File: src/sv/spmr_pkg.sv
// shared types and constants of the sparse polynomial reduction block
// no dependencies; every other file refers to this package by scoped names

package spmr_pkg;

	// coefficient and register field widths
	localparam int COEF_BITS    = 16;
	localparam int DEG_BITS     = 6;
	localparam int CNT_BITS     = 3;
	localparam int POS_BITS     = 5;
	localparam int PACKED_TERMS = 4;
	localparam int POSV_BITS    = POS_BITS * PACKED_TERMS;
	localparam int TCOEF_BITS   = COEF_BITS * PACKED_TERMS;

	// limits of the reduction
	localparam int MAX_TERMS   = 4;
	localparam int MAX_DEGREE  = 32;
	localparam int STORE_DEPTH = 64;

	// queue depths between the parts
	localparam int IN_QUEUE_DEPTH  = 4;
	localparam int OUT_QUEUE_DEPTH = 2;

	// configuration port
	localparam int DATA_BITS    = 64;
	localparam int ADDR_BITS    = 6;
	localparam int REG_IDX_BITS = ADDR_BITS - 3;

	localparam logic [REG_IDX_BITS-1:0] REG_PRIME     = REG_IDX_BITS'(0);
	localparam logic [REG_IDX_BITS-1:0] REG_DEGREE    = REG_IDX_BITS'(1);
	localparam logic [REG_IDX_BITS-1:0] REG_TERM_CNT  = REG_IDX_BITS'(2);
	localparam logic [REG_IDX_BITS-1:0] REG_TERM_POS  = REG_IDX_BITS'(3);
	localparam logic [REG_IDX_BITS-1:0] REG_TERM_COEF = REG_IDX_BITS'(4);

	// configuration register file
	typedef struct packed {
		logic [COEF_BITS-1:0]  prime_modulus;
		logic [DEG_BITS-1:0]   field_degree;
		logic [CNT_BITS-1:0]   lower_term_count;
		logic [POSV_BITS-1:0]  term_positions;
		logic [TCOEF_BITS-1:0] term_coeffs;
	} cfg_t;

	localparam cfg_t CFG_RESET = '{
		prime_modulus:    COEF_BITS'(2),
		field_degree:     DEG_BITS'(1),
		lower_term_count: CNT_BITS'(1),
		term_positions:   '0,
		term_coeffs:      '0
	};

	// classified load request from the front to the back
	typedef struct packed {
		logic [COEF_BITS-1:0] coef;
		logic                 is_last;
		logic                 drop;
		logic                 ovf;
	} load_req_t;

	// one residue coefficient on its way out
	typedef struct packed {
		logic [COEF_BITS-1:0] residue;
		logic                 last;
		logic                 ovf;
	} res_t;

endpackage

File: src/sv/spmr_ram.sv
// generic single-write, single-read ram with registered read data
// depends on spmr_pkg for default sizes only

module spmr_ram #(
	parameter int WIDTH = spmr_pkg::COEF_BITS,
	parameter int DEPTH = spmr_pkg::STORE_DEPTH
) (
	input  logic                                     clk,
	input  logic                                     we,
	input  logic [((DEPTH > 1) ? $clog2(DEPTH) : 1)-1:0] waddr,
	input  logic [WIDTH-1:0]                         wdata,
	input  logic                                     re,
	input  logic [((DEPTH > 1) ? $clog2(DEPTH) : 1)-1:0] raddr,
	output logic [WIDTH-1:0]                         rdata
);

	logic [WIDTH-1:0] mem_q [DEPTH];
	logic [WIDTH-1:0] rdata_q;

	// write port and registered read port
	always_ff @(posedge clk) begin
		if (we) begin
			mem_q[waddr] <= wdata;
		end
		if (re) begin
			rdata_q <= mem_q[raddr];
		end
	end

	assign rdata = rdata_q;

endmodule

File: src/sv/spmr_fifo.sv
// small register queue with full and empty flags
// depends on spmr_pkg for default sizes only

module spmr_fifo #(
	parameter int WIDTH = spmr_pkg::COEF_BITS,
	parameter int DEPTH = spmr_pkg::IN_QUEUE_DEPTH
) (
	input  logic             clk,
	input  logic             arst_n,
	input  logic             push,
	input  logic [WIDTH-1:0] wdata,
	output logic             full,
	input  logic             pop,
	output logic [WIDTH-1:0] rdata,
	output logic             empty
);

	localparam int PW = (DEPTH > 1) ? $clog2(DEPTH) : 1;
	localparam int CW = $clog2(DEPTH + 1);
	localparam logic [PW-1:0] PTR_LAST = PW'(DEPTH - 1);
	localparam logic [CW-1:0] CNT_FULL = CW'(DEPTH);

	logic [WIDTH-1:0] mem_q [DEPTH];
	logic [PW-1:0]    wp_q, rp_q;
	logic [CW-1:0]    cnt_q;
	logic             do_push, do_pop;

	assign full    = (cnt_q == CNT_FULL);
	assign empty   = (cnt_q == '0);
	assign do_push = push & ~full;
	assign do_pop  = pop & ~empty;
	assign rdata   = mem_q[rp_q];

	// entry storage
	always_ff @(posedge clk) begin
		if (do_push) begin
			mem_q[wp_q] <= wdata;
		end
	end

	// pointers and fill count
	always_ff @(posedge clk or negedge arst_n) begin
		if (!arst_n) begin
			wp_q  <= '0;
			rp_q  <= '0;
			cnt_q <= '0;
		end else begin
			if (do_push) begin
				wp_q <= (wp_q == PTR_LAST) ? '0 : wp_q + PW'(1);
			end
			if (do_pop) begin
				rp_q <= (rp_q == PTR_LAST) ? '0 : rp_q + PW'(1);
			end
			if (do_push && !do_pop) begin
				cnt_q <= cnt_q + CW'(1);
			end else if (do_pop && !do_push) begin
				cnt_q <= cnt_q - CW'(1);
			end
		end
	end

endmodule

File: src/sv/spmr_modmul.sv
// bit-serial modular multiplier: r = (a * b) mod p, one bit of b per cycle
// depends on spmr_pkg; needs a below p, b may hold any value

module spmr_modmul (
	input  logic                           clk,
	input  logic                           arst_n,
	input  logic                           start,
	input  logic [spmr_pkg::COEF_BITS-1:0] a,
	input  logic [spmr_pkg::COEF_BITS-1:0] b,
	input  logic [spmr_pkg::COEF_BITS-1:0] p,
	output logic                           done,
	output logic [spmr_pkg::COEF_BITS-1:0] r
);

	localparam int W  = spmr_pkg::COEF_BITS;
	localparam int SW = $clog2(W);
	localparam logic [SW-1:0] STEP_LAST = SW'(W - 1);

	logic [W-1:0]  a_q, b_q, p_q, r_q;
	logic [SW-1:0] step_q;
	logic          busy_q, done_q;
	logic [W:0]    dbl, dbl_red, sum, sum_red;
	logic [W-1:0]  r_next;

	// one step: double, reduce, conditionally add a, reduce
	always_comb begin
		dbl     = {r_q, 1'b0};
		dbl_red = (dbl >= {1'b0, p_q}) ? dbl - {1'b0, p_q} : dbl;
		sum     = dbl_red + {1'b0, a_q};
		sum_red = (sum >= {1'b0, p_q}) ? sum - {1'b0, p_q} : sum;
		r_next  = b_q[W-1] ? sum_red[W-1:0] : dbl_red[W-1:0];
	end

	// operand and partial result registers
	always_ff @(posedge clk) begin
		if (start) begin
			a_q <= a;
			b_q <= b;
			p_q <= p;
			r_q <= '0;
		end else if (busy_q) begin
			r_q <= r_next;
			b_q <= {b_q[W-2:0], 1'b0};
		end
	end

	// step sequencing
	always_ff @(posedge clk or negedge arst_n) begin
		if (!arst_n) begin
			busy_q <= 1'b0;
			done_q <= 1'b0;
			step_q <= '0;
		end else begin
			done_q <= 1'b0;
			if (start) begin
				busy_q <= 1'b1;
				step_q <= '0;
			end else if (busy_q) begin
				step_q <= step_q + SW'(1);
				if (step_q == STEP_LAST) begin
					busy_q <= 1'b0;
					done_q <= 1'b1;
				end
			end
		end
	end

	assign done = done_q;
	assign r    = r_q;

endmodule

File: src/sv/spmr_front.sv
// front part: accepts coefficients, tracks the fill level of the store and
// marks each request as stored or dropped; depends on spmr_pkg

module spmr_front #(
	parameter int STORE_DEPTH = spmr_pkg::STORE_DEPTH
) (
	input  logic                           clk,
	input  logic                           arst_n,
	input  logic                           push,
	output logic                           full,
	input  logic [spmr_pkg::COEF_BITS-1:0] coefficient,
	input  logic                           final_coeff,
	output logic                           q_push,
	output spmr_pkg::load_req_t            q_req,
	input  logic                           q_full
);

	localparam int CW = $clog2(STORE_DEPTH + 1);
	localparam logic [CW-1:0] DEPTH_C = CW'(STORE_DEPTH);

	logic [CW-1:0] fill_q;
	logic          ovf_q;
	logic          room;

	// classify the incoming request
	assign full   = q_full;
	assign q_push = push & ~q_full;
	assign room   = (fill_q < DEPTH_C);

	always_comb begin
		q_req.coef    = coefficient;
		q_req.is_last = final_coeff;
		q_req.drop    = ~room;
		q_req.ovf     = ovf_q | ~room;
	end

	// fill level and sticky overflow of the polynomial being loaded
	always_ff @(posedge clk or negedge arst_n) begin
		if (!arst_n) begin
			fill_q <= '0;
			ovf_q  <= 1'b0;
		end else if (q_push) begin
			if (final_coeff) begin
				fill_q <= '0;
				ovf_q  <= 1'b0;
			end else if (room) begin
				fill_q <= fill_q + CW'(1);
			end else begin
				ovf_q <= 1'b1;
			end
		end
	end

endmodule

File: src/sv/spmr_back.sv
// back part: writes requests into the coefficient store, reduces the
// polynomial and emits the residue; depends on spmr_pkg, spmr_ram, spmr_modmul

module spmr_back #(
	parameter int STORE_DEPTH = spmr_pkg::STORE_DEPTH
) (
	input  logic                clk,
	input  logic                arst_n,
	input  spmr_pkg::cfg_t      cfg,
	input  logic                req_valid,
	input  spmr_pkg::load_req_t req,
	output logic                req_pop,
	output logic                res_push,
	output spmr_pkg::res_t      res,
	input  logic                res_full
);

	localparam int W         = spmr_pkg::COEF_BITS;
	localparam int DW        = spmr_pkg::DEG_BITS;
	localparam int AW        = (STORE_DEPTH > 1) ? $clog2(STORE_DEPTH) : 1;
	localparam int CW        = $clog2(STORE_DEPTH + 1);
	localparam int LIM       = (spmr_pkg::MAX_DEGREE < STORE_DEPTH) ?
	                           spmr_pkg::MAX_DEGREE : STORE_DEPTH;
	localparam int LIM_SAT   = (LIM > (2 ** DW) - 1) ? (2 ** DW) - 1 : LIM;
	localparam int TERMS_LIM = (spmr_pkg::MAX_TERMS < spmr_pkg::PACKED_TERMS) ?
	                           spmr_pkg::MAX_TERMS : spmr_pkg::PACKED_TERMS;
	localparam int KW        = $clog2(TERMS_LIM + 1);
	localparam int TIW       = (spmr_pkg::PACKED_TERMS > 1) ?
	                           $clog2(spmr_pkg::PACKED_TERMS) : 1;
	localparam logic [DW-1:0] LIM_D = DW'(LIM_SAT);
	localparam logic [W-1:0]  P_MIN = W'(2);
	localparam logic [W-1:0]  ONE   = W'(1);

	typedef enum logic [8:0] {
		ST_LOAD  = 9'b000000001,
		ST_URD   = 9'b000000010,
		ST_ULAT  = 9'b000000100,
		ST_UCALC = 9'b000001000,
		ST_CRD   = 9'b000010000,
		ST_CLAT  = 9'b000100000,
		ST_TSEL  = 9'b001000000,
		ST_ORD   = 9'b010000000,
		ST_OPUSH = 9'b100000000
	} state_t;

	state_t        state_q;
	logic [CW-1:0] n_q;
	logic          ovf_q;
	logic [W-1:0]  p_q, c_q, old_q, tcoef_q;
	logic [DW-1:0] d_q;
	logic [KW-1:0] terms_q, kcnt_q;
	logic          mode_mod_q;
	logic [AW-1:0] idx_q, i_q, addr_q;

	logic                         ram_we, ram_re;
	logic [AW-1:0]                ram_waddr, ram_raddr;
	logic [W-1:0]                 ram_wdata, ram_rdata;
	logic                         mm_start, mm_done;
	logic [W-1:0]                 mm_a, mm_b, mm_r;
	logic [spmr_pkg::POS_BITS-1:0] pos_arr [spmr_pkg::PACKED_TERMS];
	logic [W-1:0]                 tc_arr  [spmr_pkg::PACKED_TERMS];
	logic [TIW-1:0]               k_idx;
	logic [W-1:0]                 p_eff, upd;
	logic [DW-1:0]                d_eff;
	logic [KW-1:0]                terms_eff;
	logic [AW-1:0]                t_addr;
	logic                         out_last, mod_end;

	// coefficient store
	spmr_ram #(
		.WIDTH (W),
		.DEPTH (STORE_DEPTH)
	) u_store (
		.clk   (clk),
		.we    (ram_we),
		.waddr (ram_waddr),
		.wdata (ram_wdata),
		.re    (ram_re),
		.raddr (ram_raddr),
		.rdata (ram_rdata)
	);

	// shared modular multiplier
	spmr_modmul u_modmul (
		.clk    (clk),
		.arst_n (arst_n),
		.start  (mm_start),
		.a      (mm_a),
		.b      (mm_b),
		.p      (p_q),
		.done   (mm_done),
		.r      (mm_r)
	);

	// unpack the lower terms of the modulus
	always_comb begin
		for (int j = 0; j < spmr_pkg::PACKED_TERMS; j++) begin
			pos_arr[j] = cfg.term_positions[j*spmr_pkg::POS_BITS +: spmr_pkg::POS_BITS];
			tc_arr[j]  = cfg.term_coeffs[j*W +: W];
		end
	end

	// effective modulus, degree and term count
	always_comb begin
		p_eff = (cfg.prime_modulus < P_MIN) ? P_MIN : cfg.prime_modulus;
		if (cfg.field_degree == '0) begin
			d_eff = DW'(1);
		end else if (cfg.field_degree > LIM_D) begin
			d_eff = LIM_D;
		end else begin
			d_eff = cfg.field_degree;
		end
		terms_eff = (cfg.lower_term_count > spmr_pkg::CNT_BITS'(TERMS_LIM)) ?
		            KW'(TERMS_LIM) : KW'(cfg.lower_term_count);
	end

	// term selection, target address and the subtract step
	assign k_idx    = TIW'(kcnt_q - KW'(1));
	assign t_addr   = AW'(pos_arr[k_idx]) + i_q - AW'(d_q);
	assign upd      = (old_q >= mm_r) ? old_q - mm_r : old_q + (p_q - mm_r);
	assign out_last = ((CW'(idx_q) + CW'(1)) == CW'(d_q));
	assign mod_end  = ((CW'(addr_q) + CW'(1)) == n_q);

	// result fields; entries at or above the fill count read as zero
	always_comb begin
		res.residue = (CW'(idx_q) < n_q) ? ram_rdata : '0;
		res.last    = out_last;
		res.ovf     = ovf_q;
	end

	// store, multiplier and queue strobes
	always_comb begin
		req_pop   = 1'b0;
		res_push  = 1'b0;
		ram_we    = 1'b0;
		ram_waddr = addr_q;
		ram_wdata = upd;
		ram_re    = 1'b0;
		ram_raddr = addr_q;
		mm_start  = 1'b0;
		mm_a      = c_q;
		mm_b      = tcoef_q;
		case (state_q)
			ST_LOAD: begin
				if (req_valid) begin
					req_pop = 1'b1;
					if (!req.drop) begin
						ram_we    = 1'b1;
						ram_waddr = AW'(n_q);
						ram_wdata = req.coef;
					end
				end
			end
			ST_URD: begin
				ram_re = 1'b1;
			end
			ST_ULAT: begin
				mm_start = 1'b1;
				if (mode_mod_q) begin
					mm_a = ONE;
					mm_b = ram_rdata;
				end
			end
			ST_UCALC: begin
				if (mm_done) begin
					ram_we    = 1'b1;
					ram_wdata = mode_mod_q ? mm_r : upd;
				end
			end
			ST_CRD: begin
				ram_re    = 1'b1;
				ram_raddr = i_q;
			end
			ST_ORD: begin
				ram_re    = 1'b1;
				ram_raddr = idx_q;
			end
			ST_OPUSH: begin
				res_push = ~res_full;
			end
			default: begin
			end
		endcase
	end

	// datapath registers
	always_ff @(posedge clk) begin
		case (state_q)
			ST_LOAD: begin
				if (req_valid && req.is_last) begin
					ovf_q      <= req.ovf;
					p_q        <= p_eff;
					d_q        <= d_eff;
					terms_q    <= terms_eff;
					mode_mod_q <= 1'b1;
					addr_q     <= '0;
				end
			end
			ST_ULAT: begin
				old_q <= ram_rdata;
			end
			ST_UCALC: begin
				if (mm_done && mode_mod_q) begin
					addr_q <= addr_q + AW'(1);
					i_q    <= AW'(n_q - CW'(1));
					idx_q  <= '0;
				end
			end
			ST_CLAT: begin
				c_q    <= ram_rdata;
				kcnt_q <= terms_q;
			end
			ST_TSEL: begin
				if (kcnt_q == '0) begin
					i_q   <= i_q - AW'(1);
					idx_q <= '0;
				end else begin
					kcnt_q     <= kcnt_q - KW'(1);
					addr_q     <= t_addr;
					tcoef_q    <= tc_arr[k_idx];
					mode_mod_q <= 1'b0;
				end
			end
			ST_OPUSH: begin
				if (!res_full) begin
					idx_q <= idx_q + AW'(1);
				end
			end
			default: begin
			end
		endcase
	end

	// sequencer and fill count
	always_ff @(posedge clk or negedge arst_n) begin
		if (!arst_n) begin
			state_q <= ST_LOAD;
			n_q     <= '0;
		end else begin
			case (state_q)
				ST_LOAD: begin
					if (req_valid) begin
						if (!req.drop) begin
							n_q <= n_q + CW'(1);
						end
						if (req.is_last) begin
							state_q <= ST_URD;
						end
					end
				end
				ST_URD: begin
					state_q <= ST_ULAT;
				end
				ST_ULAT: begin
					state_q <= ST_UCALC;
				end
				ST_UCALC: begin
					if (mm_done) begin
						if (!mode_mod_q) begin
							state_q <= ST_TSEL;
						end else if (!mod_end) begin
							state_q <= ST_URD;
						end else if (n_q > CW'(d_q)) begin
							state_q <= ST_CRD;
						end else begin
							state_q <= ST_ORD;
						end
					end
				end
				ST_CRD: begin
					state_q <= ST_CLAT;
				end
				ST_CLAT: begin
					state_q <= ST_TSEL;
				end
				ST_TSEL: begin
					if (kcnt_q == '0) begin
						state_q <= (i_q == d_q) ? ST_ORD : ST_CRD;
					end else if (DW'(pos_arr[k_idx]) < d_q) begin
						state_q <= ST_URD;
					end
				end
				ST_ORD: begin
					state_q <= ST_OPUSH;
				end
				ST_OPUSH: begin
					if (!res_full) begin
						if (out_last) begin
							state_q <= ST_LOAD;
							n_q     <= '0;
						end else begin
							state_q <= ST_ORD;
						end
					end
				end
				default: begin
					state_q <= ST_LOAD;
				end
			endcase
		end
	end

endmodule

File: src/sv/sparse_poly_mod_reduce.sv
// top level of the sparse polynomial reduction block with its register port
// depends on spmr_pkg, spmr_front, spmr_fifo, spmr_back

// The block loads polynomial coefficients over Z/pZ, lowest degree first, one
// per cycle while the request queue has room, into a coefficient store of
// STORE_DEPTH entries, behind a four-entry request queue; coefficients past
// the store size are dropped and every residue of that polynomial then carries
// overflowed. The request flagged final_coeff starts the reduction by x^d +
// sum a_k x^(j_k), with the modulus, degree and term count in force at that
// moment. All the modular arithmetic runs on one bit-serial multiplier of 16
// steps. The block reduces all n stored coefficients mod p, folds those from
// degree n-1 down to d into the lower terms with j_k below d, one store update
// per term, then emits the d residue coefficients; the store stays busy over
// that span while new requests collect in the queue. No clearing pass is
// needed: a fill count makes unwritten entries read as zero. Registers sit at
// byte addresses 0, 8, 16, 24 and 32 of the 64-bit port.

module sparse_poly_mod_reduce #(
	parameter int STORE_DEPTH = spmr_pkg::STORE_DEPTH
) (
	input  logic                           clk,
	input  logic                           arst_n,
	input  logic                           push,
	output logic                           full,
	input  logic [spmr_pkg::COEF_BITS-1:0] coefficient,
	input  logic                           final_coeff,
	output logic                           empty,
	input  logic                           pop,
	output logic [spmr_pkg::COEF_BITS-1:0] residue_coeff,
	output logic                           last_out,
	output logic                           overflowed,
	input  logic                           psel,
	input  logic                           penable,
	input  logic                           pwrite,
	input  logic [spmr_pkg::ADDR_BITS-1:0] paddr,
	input  logic [spmr_pkg::DATA_BITS-1:0] pwdata,
	output logic [spmr_pkg::DATA_BITS-1:0] prdata,
	output logic                           pready
);

	spmr_pkg::cfg_t      cfg_q;
	spmr_pkg::load_req_t in_req, in_head;
	spmr_pkg::res_t      res_tail, res_head;
	logic                in_q_push, in_q_full, in_q_empty, req_pop;
	logic                res_push, res_full;
	logic                cfg_wr;
	logic [spmr_pkg::REG_IDX_BITS-1:0] reg_idx;

	// register port decode
	assign pready  = 1'b1;
	assign cfg_wr  = psel & penable & pwrite;
	assign reg_idx = paddr[spmr_pkg::ADDR_BITS-1:3];

	always_ff @(posedge clk or negedge arst_n) begin
		if (!arst_n) begin
			cfg_q <= spmr_pkg::CFG_RESET;
		end else if (cfg_wr) begin
			case (reg_idx)
				spmr_pkg::REG_PRIME: begin
					cfg_q.prime_modulus <= pwdata[spmr_pkg::COEF_BITS-1:0];
				end
				spmr_pkg::REG_DEGREE: begin
					cfg_q.field_degree <= pwdata[spmr_pkg::DEG_BITS-1:0];
				end
				spmr_pkg::REG_TERM_CNT: begin
					cfg_q.lower_term_count <= pwdata[spmr_pkg::CNT_BITS-1:0];
				end
				spmr_pkg::REG_TERM_POS: begin
					cfg_q.term_positions <= pwdata[spmr_pkg::POSV_BITS-1:0];
				end
				spmr_pkg::REG_TERM_COEF: begin
					cfg_q.term_coeffs <= pwdata[spmr_pkg::TCOEF_BITS-1:0];
				end
				default: begin
				end
			endcase
		end
	end

	// register readback
	always_comb begin
		case (reg_idx)
			spmr_pkg::REG_PRIME:     prdata = spmr_pkg::DATA_BITS'(cfg_q.prime_modulus);
			spmr_pkg::REG_DEGREE:    prdata = spmr_pkg::DATA_BITS'(cfg_q.field_degree);
			spmr_pkg::REG_TERM_CNT:  prdata = spmr_pkg::DATA_BITS'(cfg_q.lower_term_count);
			spmr_pkg::REG_TERM_POS:  prdata = spmr_pkg::DATA_BITS'(cfg_q.term_positions);
			spmr_pkg::REG_TERM_COEF: prdata = spmr_pkg::DATA_BITS'(cfg_q.term_coeffs);
			default:                 prdata = '0;
		endcase
	end

	// front: accept and classify
	spmr_front #(
		.STORE_DEPTH (STORE_DEPTH)
	) u_front (
		.clk         (clk),
		.arst_n      (arst_n),
		.push        (push),
		.full        (full),
		.coefficient (coefficient),
		.final_coeff (final_coeff),
		.q_push      (in_q_push),
		.q_req       (in_req),
		.q_full      (in_q_full)
	);

	// request queue between front and back
	spmr_fifo #(
		.WIDTH ($bits(spmr_pkg::load_req_t)),
		.DEPTH (spmr_pkg::IN_QUEUE_DEPTH)
	) u_req_q (
		.clk    (clk),
		.arst_n (arst_n),
		.push   (in_q_push),
		.wdata  (in_req),
		.full   (in_q_full),
		.pop    (req_pop),
		.rdata  (in_head),
		.empty  (in_q_empty)
	);

	// back: store, reduce, emit
	spmr_back #(
		.STORE_DEPTH (STORE_DEPTH)
	) u_back (
		.clk       (clk),
		.arst_n    (arst_n),
		.cfg       (cfg_q),
		.req_valid (~in_q_empty),
		.req       (in_head),
		.req_pop   (req_pop),
		.res_push  (res_push),
		.res       (res_tail),
		.res_full  (res_full)
	);

	// result queue towards the consumer
	spmr_fifo #(
		.WIDTH ($bits(spmr_pkg::res_t)),
		.DEPTH (spmr_pkg::OUT_QUEUE_DEPTH)
	) u_res_q (
		.clk    (clk),
		.arst_n (arst_n),
		.push   (res_push),
		.wdata  (res_tail),
		.full   (res_full),
		.pop    (pop),
		.rdata  (res_head),
		.empty  (empty)
	);

	assign residue_coeff = res_head.residue;
	assign last_out      = res_head.last;
	assign overflowed    = res_head.ovf;

	// back never pops an empty request queue
	assert property (@(posedge clk) disable iff (!arst_n) req_pop |-> !in_q_empty)
		else $error("request popped from empty queue");

	// back never pushes into a full result queue
	assert property (@(posedge clk) disable iff (!arst_n) res_push |-> !res_full)
		else $error("result pushed into full queue");

	// front only forwards a request when the queue has room
	assert property (@(posedge clk) disable iff (!arst_n) in_q_push |-> !in_q_full)
		else $error("request pushed into full queue");

endmodule

File: config.mk
export PLATFORM = sky130hd
export DESIGN_NAME = sparse_poly_mod_reduce
export DESIGN_NICKNAME = d
export VERILOG_FILES = /design/src/sv/spmr_pkg.sv /design/src/sv/spmr_ram.sv /design/src/sv/spmr_fifo.sv /design/src/sv/spmr_modmul.sv /design/src/sv/spmr_front.sv /design/src/sv/spmr_back.sv /design/src/sv/sparse_poly_mod_reduce.sv
export SDC_FILE = /design/constraint.sdc
export NUM_CORES = 2
export LEC_CHECK = 0
export ABC_AREA = 0
export BUFFER_PORTS_ARGS = -buffer_cell sky130_fd_sc_hd__buf_4
export CAP_MARGIN = 20
export CORE_MARGIN = 1
export CORE_UTILIZATION = 45
export DETAILED_ROUTE_END_ITERATION = 8
export PLACE_DENSITY = 0.66
export SYNTH_ARGS = -nofsm -noshare
export SYNTH_HDL_FRONTEND = slang
export SYNTH_SLANG_ARGS = --single-unit
File: constraint.sdc
create_clock -name clk -period 8.7 [get_ports clk]
set_input_delay 1.74 -clock clk [delete_from_list [all_inputs] [get_ports clk]]
set_output_delay 1.74 -clock clk [all_outputs]
set_load 0.02 [all_outputs]
==> results.yml <==
logic_synthesis:
  synth_edf_count: 1296
  synth_nets: 4563
  ys_seq_area_frac: 0.650
  synth_common_cells: "edfxtp_1, mux2i_1, nor2_1, inv_1, dfrtp_1"
  synth_top_cell_area_share: 0.588
  netlist-cell-type-count: 83
  yosys_warnings: 0
  synth_top_area_cell: "edfxtp_1"
  synthFlopType: "edfxtp_1"
  synth_seq_cells: 1462
  synthesis.area_um2: 66100
  async_flop_share: 0.103
  synth_area_per_cell_um2: 15.3
  synth.most_common_cell: "edfxtp_1"
  ys_top_cells_by_area: "edfxtp_1, mux2i_1, dfrtp_1"
  synthCells: 4327
critical_path:
  path_class: "flop to flop"
  cp_top_family: "compound AO/OA/AOI/OAI gates"
  critPathMaxStageDelay_ns: 0.71
  critPathLaunchType: "flop"
  cp-end-kind: "flop"
  crit_fanout: 17
  cp-startpoint: "u_back.u_modmul.r[2]"
  arrival_ns: 8.10
  reg2reg_from: "u_back.u_modmul.r[2]"
  path_buf_inv: 0
  cp_slowest_cell: "a21oi_2"
  required_ns: 9.41
  cp_common_cell: "nor2_1"
cells_and_area:
  finalNetCount: 4791
  layout-drive-gt1-share: 0.159
  n_fill_cell: 12033
  syn_to_final_growth_pct: 13.5
drt:
  drt_iter0_drc: 3069
  drc: 0
  first_pass_iters: 7
  drt-vias-per-instance: 5.60
  antenna_left: 0
  drt-wirelength-per-cell_um: 24.1
  drt-total-wl_mm: 159
  vias: 36964
clock_network:
  clk_latency_ns: 0.82
  cts_max_level: 4
  clk_path_buf_depth: 3
  path_clk_slew_ns: 0.06
  postCtsSetupRepairBufs: 0
  cts_inserted_buffers: 154
  cts_sinks: 1462
  cts-resized-gates: 0
  root_buffer: "clkbuf_16"
  ctsHoldBuffers: 0
  cts_tree: "yes"
floorplanning:
  design.core.area_um2: 146000
  dieArea_um2: 149000
  io_pins: 179
  initial_core_util: 0.454
  rows: 140
  die_y_um: 385
  die_w_um: 385
timing:
  fin_crit_ns: 7.40
  fmax_mhz: 135
  hold_viol: 0
  slew_headroom: 0.282
  tns_ns: 0
  finClkSkew_ns: 0.0450
  period_share: 0.850
  worst_slew_pin_slew_ns: 1.08
  slew_violations: 0
  setup_viol: 0
  rsz0062_at_grt: "no"
  hold_slack_ns: 0.478
  worst_slack_ns: 1.30
global_routing:
  antenna_found_initial: 10
  grt_first_pass_wirelength_mm: 234
  grt_util_all_layers: 0.213
  grt_overflow: 0
  grt_max_degree: 116
  grt_pass1_vias: 36589
worst_hold_path:
  min_from: "u_back.state_q[2]"
  hp-class: "flop to flop"
placed_design:
  dpl.hpwl_mm: 99.9
  portBuffers: 174
  gp_congestion: 0.940
  post-place-ws_ns: 1.41
flow_run:
  drv_cap: 0
run_status:
  outcome: "finished, final reports clean"
==> through the flow <==
| stage | cells | util | cell area [um2] |
|---|---|---|---|
| 2_1_floorplan | 4327 | - | 66100 |
| 3_3_place_gp | 6310 | 0.480 | 69900 |
| 3_5_place_dp | 6314 | 0.480 | 70000 |
| 4_1_cts | 6594 | 0.515 | 75000 |
| 5_1_grt | 6597 | 0.515 | 75000 |
| 6_report | 6599 | 0.515 | 75000 |
==> worst register-to-register path, cell delays in order, from the launching register on <==
cell,delay [ns]
dfxtp_1,0.49
ha_1,0.36
nand3_1,0.19
o21ba_1,0.20
nor4_1,0.38
o31a_1,0.26
o211a_1,0.45
mux2_2,0.43
ha_1,0.30
a211oi_1,0.30
o21ai_0,0.20
a21boi_0,0.35
nor2_1,0.11
nor3_1,0.17
nor3b_1,0.08
nor2_1,0.13
xnor2_1,0.19
ha_1,0.33
nand3_1,0.12
nor2_1,0.08
nand4_1,0.09
a21oi_1,0.08
o41ai_1,0.55
nand2_1,0.13
a21oi_2,0.71
mux2i_1,0.28
nor2_1,0.06
a221o_1,0.26
==> layout make-up <==
type,instances,area (um2),area share
Sequential cell,1462,43000,0.573
Multi-Input combinational cell,2492,21700,0.290
Clock buffer,198,4070,0.0542
Tap cell,1917,2400,0.0320
Timing Repair Buffer,291,2330,0.0311
Clock inverter,82,915,0.0122
Inverter,154,578,0.00770
Antenna cell,3,7.51,0.000100
==> cell families after synthesis <==
| kind of cell | count (synthesis) | synth area share |
|---|---|---|
| multiplexers | 1225 | 0.195 |
| flip-flops | 1462 | 0.650 |
| buffers and inverters | 373 | 0.0255 |
| AO/OA/AOI/OAI | 406 | 0.0386 |
| XOR/XNOR | 116 | 0.0156 |
| AND/OR/NAND/NOR | 602 | 0.0452 |
| adder cells (fa/ha/maj) | 142 | 0.0297 |
| other | 1 | 0.0000567 |
==> cells in the final DEF, fill, tap and decap left out, types with 15 or more instances in the layout <==
cell type and n:
clkbuf_16 154, and2_1 26, nand2_1 119, mux2i_1 1052, a31oi_1 17, a21oi_1 101, and3_1 55, nor2_2 15
nor3_1 35, mux4_2 39, o21ai_0 98, dfxtp_1 16, inv_1 152, dfrtp_1 146, buf_4 278, clkbuf_1 39
xnor2_1 67, mux2_2 134, nand3_1 34, nor2b_1 34, fa_1 25, nor2_1 169, nor4_1 16, o21ai_4 17
clkinv_2 19, xor2_1 48, nand2b_1 31, clkinv_1 28, ha_1 117, a22oi_1 25, edfxtp_1 1296, a21o_1 26
==> state kept, by name, indices dropped and copies added, names as in the netlist, 36 cells and up <==
| signal | cells |
|---|---|
| u_back.u_store.mem_q | 1024 |
| cfg_q | 109 |
| u_req_q.mem_q | 76 |
| u_res_q.mem_q | 36 |
==> worst paths after layout <==
check	depth (start not counted)	to	slack, ns
hold / removal	1	u_back.state_q[2]	0.48
max in group asynchronous	2	cfg_q[54]	6.22
setup / recovery	27	u_back.u_modmul.r[7]	1.30
min in group asynchronous	1	u_req_q.wp_q[0]	1.01
hold reg to reg	1	u_back.state_q[2]	0.48
setup reg to reg	27	u_back.u_modmul.r[7]	1.30
==> layer usage <==
layer  vias to the layer above  global-route usage  wire length, um
li1                      16878                   -                -
met1                     18857               0.299            70800
met2                       999               0.339            74900
met3                       230              0.0374             9070
met4                         0              0.0631             4000
met5                         -                   0                0
Power is left out: the tool's default activity adds up to more than one toggle a clock period on the data nets, which glitch-free logic cannot reach.
